$ cat config.mk
export PLATFORM = sky130hd
export DESIGN_NAME = unsigned_division_magic_number_core_flat
export DESIGN_NICKNAME = d
export VERILOG_FILES = /design/src/hdl/udm_pkg.sv /design/src/hdl/udm_if.sv /design/src/hdl/udm_div.sv /design/src/hdl/udm_refine.sv /design/src/hdl/unsigned_division_magic_number_core.sv /design/src/flat_wrapper.sv
export SDC_FILE = /design/constraint.sdc
export NUM_CORES = 2
export LEC_CHECK = 0
export BUFFER_PORTS_ARGS = -buffer_cell sky130_fd_sc_hd__buf_2
export CAP_MARGIN = 40
export CORE_ASPECT_RATIO = 1.2
export CORE_MARGIN = 4
export CORE_UTILIZATION = 55
export DETAILED_ROUTE_END_ITERATION = 10
export GPL_TIMING_DRIVEN = 1
export PLACE_DENSITY = 0.82
export REMOVE_ABC_BUFFERS = 1
export SKIP_CTS_REPAIR_TIMING = 1
export SLEW_MARGIN = 20
export SYNTH_ARGS = -nofsm -noshare
export SYNTH_HDL_FRONTEND = slang
export SYNTH_SLANG_ARGS = --single-unit
$ cat constraint.sdc
create_clock -name clk_i -period 10.1 [get_ports clk_i]
set_input_delay 0.505 -clock clk_i [delete_from_list [all_inputs] [get_ports clk_i]]
set_output_delay 0.505 -clock clk_i [all_outputs]
set_load 0.02 [all_outputs]
$ cat src/hdl/udm_pkg.sv
`timescale 1ns / 1ps
`default_nettype none
// ----------------------------------------------------------------------------
// udm_pkg
// Shared widths, constants and inter-module structs of the magic-number core.
// ----------------------------------------------------------------------------
package udm_pkg;

  localparam int unsigned WORD_W  = 32;
  localparam int unsigned SHIFT_W = 6;
  localparam int unsigned P_W     = 7;                // holds exponent 31..64
  localparam int unsigned CNT_W   = $clog2(WORD_W);   // bit counter of the divider

  localparam logic [WORD_W-1:0] HALF_POW    = 32'h8000_0000;
  localparam logic [WORD_W-1:0] HALF_POW_M1 = 32'h7FFF_FFFF;
  localparam logic [P_W-1:0]    P_START     = 7'd31;
  localparam logic [P_W-1:0]    P_LIMIT     = 7'd64;
  localparam logic [P_W-1:0]    P_WORD      = 7'd32;

  // request to the serial divider (start is a one-cycle pulse)
  typedef struct packed {
    logic              start;
    logic [WORD_W-1:0] dividend;
    logic [WORD_W-1:0] divisor;
  } div_req_t;

  typedef struct packed {
    logic              done;
    logic [WORD_W-1:0] quot;
    logic [WORD_W-1:0] rem;
  } div_rsp_t;

  // control of the refinement unit
  typedef struct packed {
    logic load1;   // take quotient/remainder pair of 2^31 / nc
    logic start;   // take pair of (2^31-1) / d and begin stepping
  } ref_ctl_t;

  typedef struct packed {
    logic              done;
    logic [WORD_W-1:0] q2;
    logic              add;
    logic [P_W-1:0]    p;
  } ref_sts_t;

endpackage

`default_nettype wire

$ cat src/hdl/udm_if.sv
`timescale 1ns / 1ps
`default_nettype none
// ----------------------------------------------------------------------------
// udm_if
// Valid/ready channels of the magic-number core: divisor in, result out.
// ----------------------------------------------------------------------------
interface udm_in_if
  import udm_pkg::*;
();
  logic              valid;
  logic              ready;
  logic [WORD_W-1:0] divisor;

  modport source (output valid, output divisor, input ready);
  modport sink   (input valid, input divisor, output ready);
endinterface

interface udm_out_if
  import udm_pkg::*;
();
  logic               valid;
  logic               ready;
  logic [WORD_W-1:0]  magic;
  logic               add_needed;
  logic [SHIFT_W-1:0] shift;
  logic               is_power_of_two;
  logic               invalid;

  modport source (output valid, output magic, output add_needed, output shift,
                  output is_power_of_two, output invalid, input ready);
  modport sink   (input valid, input magic, input add_needed, input shift,
                  input is_power_of_two, input invalid, output ready);
endinterface

`default_nettype wire

$ cat src/hdl/udm_div.sv
`timescale 1ns / 1ps
`default_nettype none
// ----------------------------------------------------------------------------
// udm_div
// Bit-serial restoring divider, one quotient bit per cycle.
// ----------------------------------------------------------------------------
module udm_div
  import udm_pkg::*;
(
  input  wire logic     clk_i,
  input  wire logic     rst_ni,
  input  wire div_req_t req_i,
  output div_rsp_t      rsp_o
);

  logic [WORD_W-1:0] qr_q;      // dividend shifts out, quotient shifts in
  logic [WORD_W-1:0] rem_q;
  logic [WORD_W-1:0] dvs_q;
  logic [CNT_W-1:0]  cnt_q;
  logic              busy_q;
  logic              done_q;

  logic [WORD_W:0] part;
  logic [WORD_W:0] diff;
  logic            ge;

  always_comb begin
    part = {rem_q, qr_q[WORD_W-1]};
    diff = part - {1'b0, dvs_q};
    ge   = ~diff[WORD_W];
  end

  always_ff @(posedge clk_i or negedge rst_ni) begin
    if (!rst_ni) begin
      qr_q   <= '0;
      rem_q  <= '0;
      dvs_q  <= '0;
      cnt_q  <= '0;
      busy_q <= 1'b0;
      done_q <= 1'b0;
    end else begin
      done_q <= 1'b0;
      if (req_i.start) begin
        qr_q   <= req_i.dividend;
        rem_q  <= '0;
        dvs_q  <= req_i.divisor;
        cnt_q  <= CNT_W'(WORD_W - 1);
        busy_q <= 1'b1;
      end else if (busy_q) begin
        qr_q  <= {qr_q[WORD_W-2:0], ge};
        rem_q <= ge ? diff[WORD_W-1:0] : part[WORD_W-1:0];
        if (cnt_q == '0) begin
          busy_q <= 1'b0;
          done_q <= 1'b1;
        end else begin
          cnt_q <= cnt_q - 1'b1;
        end
      end
    end
  end

  assign rsp_o = '{done: done_q, quot: qr_q, rem: rem_q};

endmodule

`default_nettype wire

$ cat src/hdl/udm_refine.sv
`timescale 1ns / 1ps
`default_nettype none
// ----------------------------------------------------------------------------
// udm_refine
// Refines both quotient/remainder pairs one exponent bit per cycle until the
// exit test holds or p reaches 64.
// ----------------------------------------------------------------------------
module udm_refine
  import udm_pkg::*;
(
  input  wire logic              clk_i,
  input  wire logic              rst_ni,
  input  wire ref_ctl_t          ctl_i,
  input  wire logic [WORD_W-1:0] d_i,
  input  wire logic [WORD_W-1:0] nc_i,
  input  wire div_rsp_t          div_i,
  output ref_sts_t               sts_o
);

  logic [WORD_W-1:0] q1_q, r1_q, q2_q, r2_q, dm1_q;
  logic [P_W-1:0]    p_q;
  logic              add_q;
  logic              run_q;
  logic              first_q;
  logic              done_q;

  logic [WORD_W-1:0] q1_d, r1_d, q2_d, r2_d, delta;
  logic              add_set;
  logic              go_on;

  always_comb begin
    if (r1_q >= (nc_i - r1_q)) begin
      q1_d = {q1_q[WORD_W-2:0], 1'b1};
      r1_d = {r1_q[WORD_W-2:0], 1'b0} - nc_i;
    end else begin
      q1_d = {q1_q[WORD_W-2:0], 1'b0};
      r1_d = {r1_q[WORD_W-2:0], 1'b0};
    end
    if ((r2_q + 1'b1) >= (d_i - r2_q)) begin
      add_set = (q2_q >= HALF_POW_M1);
      q2_d    = {q2_q[WORD_W-2:0], 1'b1};
      r2_d    = {r2_q[WORD_W-2:0], 1'b1} - d_i;
    end else begin
      add_set = (q2_q >= HALF_POW);
      q2_d    = {q2_q[WORD_W-2:0], 1'b0};
      r2_d    = {r2_q[WORD_W-2:0], 1'b1};
    end
    // exit test is evaluated on the registered result of the previous step
    delta = dm1_q - r2_q;
    go_on = (p_q < P_LIMIT) && ((q1_q < delta) || ((q1_q == delta) && (r1_q == '0)));
  end

  always_ff @(posedge clk_i or negedge rst_ni) begin
    if (!rst_ni) begin
      q1_q    <= '0;
      r1_q    <= '0;
      q2_q    <= '0;
      r2_q    <= '0;
      dm1_q   <= '0;
      p_q     <= '0;
      add_q   <= 1'b0;
      run_q   <= 1'b0;
      first_q <= 1'b0;
      done_q  <= 1'b0;
    end else begin
      done_q <= 1'b0;
      if (ctl_i.load1) begin
        q1_q <= div_i.quot;
        r1_q <= div_i.rem;
      end
      if (ctl_i.start) begin
        q2_q    <= div_i.quot;
        r2_q    <= div_i.rem;
        dm1_q   <= d_i - 1'b1;
        p_q     <= P_START;
        add_q   <= 1'b0;
        run_q   <= 1'b1;
        first_q <= 1'b1;
      end else if (run_q) begin
        if (first_q || go_on) begin
          first_q <= 1'b0;
          q1_q    <= q1_d;
          r1_q    <= r1_d;
          q2_q    <= q2_d;
          r2_q    <= r2_d;
          p_q     <= p_q + 1'b1;
          add_q   <= add_q | add_set;
        end else begin
          run_q  <= 1'b0;
          done_q <= 1'b1;
        end
      end
    end
  end

  assign sts_o = '{done: done_q, q2: q2_q, add: add_q, p: p_q};

endmodule

`default_nettype wire

$ cat src/hdl/unsigned_division_magic_number_core.sv
`timescale 1ns / 1ps
`default_nettype none
// ----------------------------------------------------------------------------
// unsigned_division_magic_number_core
// Magic multiplier, add flag and post-shift for unsigned division by a constant.
// ----------------------------------------------------------------------------
// One divisor is taken at a time; the next is accepted the cycle after the
// previous result has moved into the output register. A general divisor runs
// three passes of a shared bit-serial divider (each: request, load, 32 bit
// steps and hand-off) and then the refinement unit, which steps the exponent
// until its exit test ends the run, before its result reaches the output
// register. A power of two 2^k finds k by shifting in its own state, and a
// divisor below 2 goes straight to the result state. For a general divisor
// the result is x / d = ((hi(x * magic) + (add_needed ? x : 0)) >> shift),
// the add done at 33 bits; a power of two carries a zero magic and its shift.
// ----------------------------------------------------------------------------
module unsigned_division_magic_number_core
  import udm_pkg::*;
(
  input  wire logic clk_i,
  input  wire logic rst_ni,
  udm_in_if.sink    in_ch_i,
  udm_out_if.source out_ch_o
);

  typedef enum logic [2:0] {
    ST_IDLE,
    ST_POW2,
    ST_DIV_NC,
    ST_DIV_Q1,
    ST_DIV_Q2,
    ST_REFINE,
    ST_DONE
  } state_e;

  state_e             state_q;
  logic [WORD_W-1:0]  d_q;
  logic [WORD_W-1:0]  nc_q;
  logic [WORD_W-1:0]  t_q;
  logic [SHIFT_W-1:0] k_q;
  logic               inv_q;
  logic               pow2_q;
  div_req_t           div_req_q;
  div_rsp_t           div_rsp;
  ref_ctl_t           ref_ctl;
  ref_sts_t           ref_sts;

  logic               out_valid_q;
  logic [WORD_W-1:0]  magic_q;
  logic               add_q;
  logic [SHIFT_W-1:0] shift_q;
  logic               pow2_out_q;
  logic               inv_out_q;

  logic               in_xfer;
  logic               d_small;
  logic               d_pow2;
  logic [P_W-1:0]     p_shift;

  assign in_xfer = in_ch_i.valid && in_ch_i.ready;
  assign d_small = (in_ch_i.divisor[WORD_W-1:1] == '0);
  assign d_pow2  = ((in_ch_i.divisor & (in_ch_i.divisor - 1'b1)) == '0);
  assign p_shift = ref_sts.p - P_WORD;

  assign ref_ctl = '{load1: (state_q == ST_DIV_Q1) && div_rsp.done,
                     start: (state_q == ST_DIV_Q2) && div_rsp.done};

  udm_div u_div (
    .clk_i  (clk_i),
    .rst_ni (rst_ni),
    .req_i  (div_req_q),
    .rsp_o  (div_rsp)
  );

  udm_refine u_refine (
    .clk_i  (clk_i),
    .rst_ni (rst_ni),
    .ctl_i  (ref_ctl),
    .d_i    (d_q),
    .nc_i   (nc_q),
    .div_i  (div_rsp),
    .sts_o  (ref_sts)
  );

  always_ff @(posedge clk_i or negedge rst_ni) begin
    if (!rst_ni) begin
      state_q     <= ST_IDLE;
      d_q         <= '0;
      nc_q        <= '0;
      t_q         <= '0;
      k_q         <= '0;
      inv_q       <= 1'b0;
      pow2_q      <= 1'b0;
      div_req_q   <= '0;
      out_valid_q <= 1'b0;
      magic_q     <= '0;
      add_q       <= 1'b0;
      shift_q     <= '0;
      pow2_out_q  <= 1'b0;
      inv_out_q   <= 1'b0;
    end else begin
      div_req_q.start <= 1'b0;
      if (out_ch_o.ready) begin
        out_valid_q <= 1'b0;
      end
      case (state_q)
        ST_IDLE: begin
          if (in_xfer) begin
            d_q    <= in_ch_i.divisor;
            t_q    <= in_ch_i.divisor;
            k_q    <= '0;
            inv_q  <= d_small;
            pow2_q <= !d_small && d_pow2;
            if (d_small) begin
              state_q <= ST_DONE;
            end else if (d_pow2) begin
              state_q <= ST_POW2;
            end else begin
              // nc needs (2^32 - d) mod d
              div_req_q <= '{start: 1'b1, dividend: '0 - in_ch_i.divisor,
                             divisor: in_ch_i.divisor};
              state_q   <= ST_DIV_NC;
            end
          end
        end
        ST_POW2: begin
          if (t_q[WORD_W-1:1] != '0) begin
            t_q <= t_q >> 1;
            k_q <= k_q + 1'b1;
          end else begin
            state_q <= ST_DONE;
          end
        end
        ST_DIV_NC: begin
          if (div_rsp.done) begin
            nc_q      <= ~div_rsp.rem;
            div_req_q <= '{start: 1'b1, dividend: HALF_POW, divisor: ~div_rsp.rem};
            state_q   <= ST_DIV_Q1;
          end
        end
        ST_DIV_Q1: begin
          if (div_rsp.done) begin
            div_req_q <= '{start: 1'b1, dividend: HALF_POW_M1, divisor: d_q};
            state_q   <= ST_DIV_Q2;
          end
        end
        ST_DIV_Q2: begin
          if (div_rsp.done) begin
            state_q <= ST_REFINE;
          end
        end
        ST_REFINE: begin
          if (ref_sts.done) begin
            state_q <= ST_DONE;
          end
        end
        ST_DONE: begin
          if (!out_valid_q || out_ch_o.ready) begin
            out_valid_q <= 1'b1;
            inv_out_q   <= inv_q;
            pow2_out_q  <= pow2_q;
            if (inv_q) begin
              magic_q <= '0;
              add_q   <= 1'b0;
              shift_q <= '0;
            end else if (pow2_q) begin
              magic_q <= '0;
              add_q   <= 1'b0;
              shift_q <= k_q;
            end else begin
              magic_q <= ref_sts.q2 + 1'b1;
              add_q   <= ref_sts.add;
              shift_q <= p_shift[SHIFT_W-1:0];
            end
            state_q <= ST_IDLE;
          end
        end
        default: begin
          state_q <= ST_IDLE;
        end
      endcase
    end
  end

  assign in_ch_i.ready            = (state_q == ST_IDLE);
  assign out_ch_o.valid           = out_valid_q;
  assign out_ch_o.magic           = magic_q;
  assign out_ch_o.add_needed      = add_q;
  assign out_ch_o.shift           = shift_q;
  assign out_ch_o.is_power_of_two = pow2_out_q;
  assign out_ch_o.invalid         = inv_out_q;

`ifndef SYNTHESIS
  // an invalid divisor carries an all-zero result
  a_invalid_zero: assert property (@(posedge clk_i) disable iff (!rst_ni)
    (out_valid_q && inv_out_q) |->
      (magic_q == '0 && shift_q == '0 && !add_q && !pow2_out_q))
    else $error("invalid result with nonzero fields");

  a_div_done_state: assert property (@(posedge clk_i) disable iff (!rst_ni)
    div_rsp.done |->
      (state_q == ST_DIV_NC || state_q == ST_DIV_Q1 || state_q == ST_DIV_Q2))
    else $error("divider finished outside a division state");

  a_ref_done_state: assert property (@(posedge clk_i) disable iff (!rst_ni)
    ref_sts.done |-> (state_q == ST_REFINE))
    else $error("refinement finished outside refine state");

  a_shift_range: assert property (@(posedge clk_i) disable iff (!rst_ni)
    out_valid_q |-> (shift_q <= SHIFT_W'(WORD_W)))
    else $error("post-shift out of range");
`endif

endmodule

`default_nettype wire

$ cat src/flat_wrapper.sv
// flat-port wrapper written by rule: the top's interface ports become plain ports
module unsigned_division_magic_number_core_flat import udm_pkg::*;
  (clk_i, rst_ni, in_ch_i_valid, in_ch_i_divisor, in_ch_i_ready, out_ch_o_valid, out_ch_o_magic, out_ch_o_add_needed, out_ch_o_shift, out_ch_o_is_power_of_two, out_ch_o_invalid, out_ch_o_ready);
  udm_in_if in_ch_i_i ();
  udm_out_if out_ch_o_i ();
  input  wire logic clk_i;
  input  wire logic rst_ni;
  input wire logic [$bits(in_ch_i_i.valid)-1:0] in_ch_i_valid;
  input wire logic [$bits(in_ch_i_i.divisor)-1:0] in_ch_i_divisor;
  output wire logic [$bits(in_ch_i_i.ready)-1:0] in_ch_i_ready;
  output wire logic [$bits(out_ch_o_i.valid)-1:0] out_ch_o_valid;
  output wire logic [$bits(out_ch_o_i.magic)-1:0] out_ch_o_magic;
  output wire logic [$bits(out_ch_o_i.add_needed)-1:0] out_ch_o_add_needed;
  output wire logic [$bits(out_ch_o_i.shift)-1:0] out_ch_o_shift;
  output wire logic [$bits(out_ch_o_i.is_power_of_two)-1:0] out_ch_o_is_power_of_two;
  output wire logic [$bits(out_ch_o_i.invalid)-1:0] out_ch_o_invalid;
  input wire logic [$bits(out_ch_o_i.ready)-1:0] out_ch_o_ready;
  assign in_ch_i_i.valid = in_ch_i_valid;
  assign in_ch_i_i.divisor = in_ch_i_divisor;
  assign in_ch_i_ready = in_ch_i_i.ready;
  assign out_ch_o_valid = out_ch_o_i.valid;
  assign out_ch_o_magic = out_ch_o_i.magic;
  assign out_ch_o_add_needed = out_ch_o_i.add_needed;
  assign out_ch_o_shift = out_ch_o_i.shift;
  assign out_ch_o_is_power_of_two = out_ch_o_i.is_power_of_two;
  assign out_ch_o_invalid = out_ch_o_i.invalid;
  assign out_ch_o_i.ready = out_ch_o_ready;
  unsigned_division_magic_number_core u_core (.clk_i(clk_i), .rst_ni(rst_ni), .in_ch_i(in_ch_i_i), .out_ch_o(out_ch_o_i));
endmodule
-- Yosys cells after proc, flatten, opt, wreduce, memory -nomap -nowiden
Cells that the tools add are included.
- register bits: 488
- output and inout port bits: 43
- logic and storage cells: 184
- bits of input ports: 36
- bitwise logic cells: 4
- reductions and logical operators: 30
- equality and inequality tests: 18
- muxes and demuxes: 79
- magnitude comparators: 6
- $add $sub $neg: 15
- operators with widths (cell ; number):
    $mux 32 ; 25
    $mux 65 ; 5
    $pmux 65 s3 ; 1
    $sub 32x32->32 ; 5
    $add 32x1->32 const B ; 2
    $ge 32x32->1 ; 2
    $logic_not 32->1 ; 2
    $pmux 32 s2 ; 1
    $sub 32x1->32 const B ; 2
    $sub 33x32->33 ; 1
    $and 32x32->32 ; 1
    $eq 32x32->1 ; 1
    $ge 32x31->1 const B ; 1
    $ge 32x32->1 const B ; 1
    $lt 32x32->1 ; 1
    $not 32->32 ; 1
    $sub 1x32->32 const A ; 1
    $logic_not 31->1 ; 1
    $reduce_bool 31->1 ; 1
    $mux 1 ; 26
    $mux 3 ; 8
    $mux 6 ; 4
    $mux 7 ; 3
    $pmux 3 s7 ; 1
    other kinds (26) ; 55

-- Logic depth before layout (Yosys ltp)
- depth in word-level cells: 9
- gate-level depth with buffers: 28
- depth with buffers taken out: 25

-- Modules after synthesis
Synthesis repeated with hierarchy kept, for this count alone.
- cell total of the unflattened synthesis: 4233
- area, all modules: 35843.1 um^2
- by module, submodules not included (module ; area an instance (um^2) ; cells each ; times used ; seq. area each (um^2)):
    udm_refine ; 18982.0 ; 2379 ; 1 ; 4279.1
    unsigned_division_magic_number_core ; 10490.1 ; 1152 ; 1 ; 5330.1
    udm_div ; 6371.1 ; 702 ; 1 ; 2577.5

-- Worst setup path after synthesis
No wires, ideal clock.
- path type: register to register
- start point: register u_core.u_refine.r2_q[6]
- end point: register u_core.u_refine.r1_q[22]
- setup time: 132 ps
- clock period less this slack: 5632 ps
- data required time: 9968 ps
- cell stages (with the launch flop): 26
- slack: 4468 ps
- buffers on the path: 5
- arrival time: 5500 ps
- path through: dfrtp_1 -> clkbuf_1 -> inv_1 -> ha_1 -> a21oi_1 -> o211ai_1 -> a21bo_2 -> a31o_2 -> a221o_1 -> a221oi_1 -> a21oi_1 -> a21o_1 -> a21oi_1 -> xor2_1 -> ha_1 -> nand4_1 -> nor4b_1 -> nor3b_1 -> a31oi_1 -> o22ai_1 -> clkbuf_1 -> and2_1 -> clkbuf_1 -> clkbuf_1 -> buf_1 -> o21bai_1
- longest elaborated chain between the ends: 9
- elaborated cells on any way between the ends: 10
- classes of those cells: 1 x add/sub; 1 x order compare; 1 x eq/ne; 3 x mux; 4 x reduce/logical
- RTL lines (element ; line ; RTL):
    start, declared ; udm_refine.sv:20 ; logic [WORD_W-1:0] q1_q, r1_q, q2_q, r2_q, dm1_q;
    start signal, assigned ; udm_refine.sv:73 ; r2_q <= div_i.rem;
    start signal, assigned ; udm_refine.sv:85 ; r2_q <= r2_d;
    $sub 32x32->32 (*) ; udm_refine.sv:49 ; delta = dm1_q - r2_q;
    parallel branches: the longest is 2 deep, another holds $lt 32x32->1 ; n/a ;
    $logic_or 1x1->1 (*) ; udm_refine.sv:50 ; go_on = (p_q < P_LIMIT) && ((q1_q < delta) || ((q1_q == delta) && (r1_q == '0)));
    $logic_and 1x1->1 (*) ; udm_refine.sv:50 ;
    $logic_or 1x1->1 (*) ; udm_refine.sv:80 ; if (first_q || go_on) begin
    $mux 32 (*) ; udm_refine.sv:80 ;
    $mux 32 (*) ; udm_refine.sv:79 ; end else if (run_q) begin
    $mux 32 (*) ; udm_refine.sv:71 ; if (ctl_i.start) begin
    end signal, assigned ; udm_refine.sv:69 ; r1_q <= div_i.rem;
    end signal, assigned ; udm_refine.sv:83 ; r1_q <= r1_d;
    end, declared ; udm_refine.sv:20 ;
Every way passes the cells marked *.
A chain may end at the register's enable or synchronous reset.

-- Final worst setup path
- start point: register u_core.u_refine.r2_q[0]
- end point: register u_core.u_refine.r1_q[31]
The elaborated chain is that of the path after synthesis.

==> flow_summary_export.csv <==
group,metric,value,unit
pwr,p_leak,17.1,nW
finish,mostFrequentLayoutCell,"nand2_1",
setup_path,end_kind,"flip-flop",
status,violations,"negative hold slack",
synthesis,synth_top_area_share,0.351,
grt,antenna_found_initial,1,
clock_tree,clk_pin_slew,0.06,ns
die,dieHeight,283,microns
finish,regMostFlops,"u_core.div_req_q",
pwr,p_comb_frac,0.610,
sta,timing_max_transition_violations_final,0,
synthesis,syn_area_per_cell,8.33,sq um
sta,setup_viol,0,
clock_tree,cts_buffers,53,
sta,layout_setup_ws,2.97,ns
place,io_buffer_count,78,
sta,skew,0.0126,ns
die,std_cell_rows,100,
pwr,clkPwrFrac,0.147,
synthesis,yosys-top-cells-area,"dfrtp_1 (35%), ha_1 (11%), nand2_1 (6.1%), o21ai_0 (5.5%), a21oi_1 (4.7%)",
synthesis,synth_edf_count,0,
finish,nets,4493,
finish,largest_reg_flops,65,
sta,finalHoldViolCount,56,
clock_tree,clkSinkCount,487,
synthesis,netlist_instances,4172,
setup_path,arrival,7.63,ns
setup_path,rrSetupSlack,2.97,ns
grt,grt_pass1_wl,167000,microns
clock_tree,cts_tree,"yes",
status,status,"finished with violations",
run,maxCapViolations,0,
finish,syn2layout_area_growth,9.09,%
setup_path,slowest_stage,"dfrtp_1",
finish,drive_above_1_share,0.0640,
route,drtIter0Drc,3043,
synthesis,yosysSeqAreaShare,0.351,
sta,period_share,0.706,
sta,fmax,140,MHz
route,drc,0,
die,ios,79,
clock_tree,clkLatencyLatePin,0.62,ns
pwr,switchingPower,6.75,mW
synthesis,synth.distinct_cells,81,
pwr,seqPwrFrac,0.243,
setup_path,crit_fanout,55,
setup_path,crit_required,10.60,ns
grt,grt_start_max_net_pins,161,
setup_path,cpMostUsedCell,"a21oi_1",
clock_tree,cts_root_buf,"clkbuf_16",
place,dp_hpwl,77300,microns
grt,grtUsageTotal,0.305,
worst_hold_path,hp-class,"input pin to async pin",
route,vias_per_cell,6.31,
pwr,irDropWorstVdd,0.000276,V
pwr,internal_power,7.44,mW
grt,grt_pass1_vias,30700,
setup_path,critPathKind,"flip-flop to flip-flop",
route,wl_per_cell,21.0,microns
pwr,p_per_area,374,mW/mm^2
sta,worstMarginPinSlew,0.967,ns
die,chipWidth,237,microns
place,finalWeightedCongestion,0.976,
pwr,switching_share,0.475,
die,dieArea,0.0673,sq mm
setup_path,crit_path_start_kind,"flip-flop",
die,initial_core_util,0.558,
grt,grt_overflow,0,
synthesis,async_reset_ff_frac,1.00,
route,dr.pass1.iters,6,
synthesis,synth_top_cell_by_area,"dfrtp_1",
route,vias,31700,
sta,rsz0062_at_grt,"false",
setup_path,critical-path-max-stage-delay,0.57,ns
synthesis,syn_area,0.0348,sq mm
finish,fill_cells,5295,
finish,layout_common_cells,"nand2_1 (557), dfrtp_1 (484), o21ai_0 (381)",
clock_tree,htree_levels,2,
synthesis,synthFlopType,"dfrtp_1",
sta,max_slew_margin,0.355,
route,postRouteAntennaNets,0,
synthesis,ys_ff_latch,487,
place,dp_slack,3.12,ns
clock_tree,clock_path_buffers,3,
route,drt_wl_total,105000,microns
sta,hold_ws,-0.0637,ns
sta,min_period,7.13,ns
synthesis,yosys_warnings,0,
die,core_area,0.0623,sq mm
[area by class of cell]
class,count,area [sq um],area share
multi-input combinational,3269,21100,0.555
sequential,487,12200,0.322
clock buffer,67,1450,0.0382
tap,816,1020,0.0269
timing repair buffer,127,966,0.0255
inverter,221,830,0.0219
clock inverter,30,392,0.0103
antenna,1,2.50,0.0000660
[logic make-up (layout without fill, tap and decap cells)]
kind of cell | after synthesis | in the layout | synth area share
AND/OR/NAND/NOR | 1367 | 1367 | 0.178
other | 0 | 1 | 0
AO/OA/AOI/OAI | 1226 | 1226 | 0.218
flip-flops | 487 | 487 | 0.351
multiplexers | 98 | 98 | 0.0283
adder cells (fa/ha/maj) | 299 | 299 | 0.109
buffers and inverters | 416 | 445 | 0.0463
XOR/XNOR | 279 | 279 | 0.0703
[path summary, 6_finish.rpt]
check / from / depth (start not counted) / endpoint
max in group asynchronous: rst_ni / 4 / u_core.nc_q[5]
worst min register to register: u_core.out_ch_o.magic[20] / 2 / u_core.out_ch_o.magic[20]
worst max register to register: u_core.u_refine.r2_q[0] / 25 / u_core.u_refine.r1_q[31]
min in group clk_i: in_ch_i_divisor[1] / 3 / u_core.d_q[1]
worst max-delay path: u_core.u_refine.r2_q[0] / 25 / u_core.u_refine.r1_q[31]
worst min-delay path: rst_ni / 1 / u_core.t_q[6]
[worst max-delay path, delay by kind of cell (launching register included)]
family          cells  cell delay [ns]
buf+inv             3             1.11
xor+xnor            1             0.09
simple gates        6             1.42
fa+ha+maj           3             0.93
compound gates     12             2.88
flops               1             0.57
[metrics by stage]
step                      TNS, ns  cells  power [mW]   util  instance area (sq um)
after floorplan            -32.00   3977        9.62      -                  34000
after global placement          0   4905        11.6  0.574                  35800
after detailed placement        0   4918        11.9  0.578                  36000
after CTS                       0   5015        14.0  0.608                  37900
after global routing            0   5017        15.3  0.608                  37900
final                           0   5018        14.2  0.609                  37900
[Yosys cell counts (6+ instances only)]
cell	count
nand2_1	561
dfrtp_1	487
o21ai_0	381
nor2_1	374
a21oi_1	325
ha_1	292
inv_1	220
clkbuf_1	168
xnor2_1	168
xor2_1	111
mux2i_1	95
a21o_1	84
nor3_1	78
a31oi_1	72
nand3_1	71
nand4_1	57
a221o_1	51
a211oi_1	50
and3_1	35
nand2b_1	35
o211ai_1	30
nor4_1	29
o21a_1	28
nor2b_1	26
o21bai_1	25
a311oi_1	24
or3_1	24
o31ai_1	22
o21ai_1	20
and2_1	19
o22ai_1	16
buf_1	15
a221oi_1	13
and4_1	10
a31o_2	9
or4_1	9
a211o_1	8
a21boi_0	8
o31a_1	8
o41ai_1	8
buf_2	7
fa_1	6
nand3b_1	6
or2_2	6
[power by group through the flow]
stage	Clock, mW	Sequential [mW]	Combinational (mW)
6_report	2.09	3.45	8.65
5_1_grt	2.18	3.50	9.63
4_1_cts	2.11	3.40	8.52
3_5_place_dp	0	3.43	8.43
3_3_place_gp	0	3.41	8.18
2_1_floorplan	0	3.15	6.47
[routing by layer]
metal	global-route usage	up-vias	share of wire
li1	-	14900	-
met5	0	-	0
met1	0.391	15000	0.39
met4	0.168	0	0.065
met3	0.0509	331	0.085
met2	0.494	1422	0.46
(Power assumes the default switching activity.)
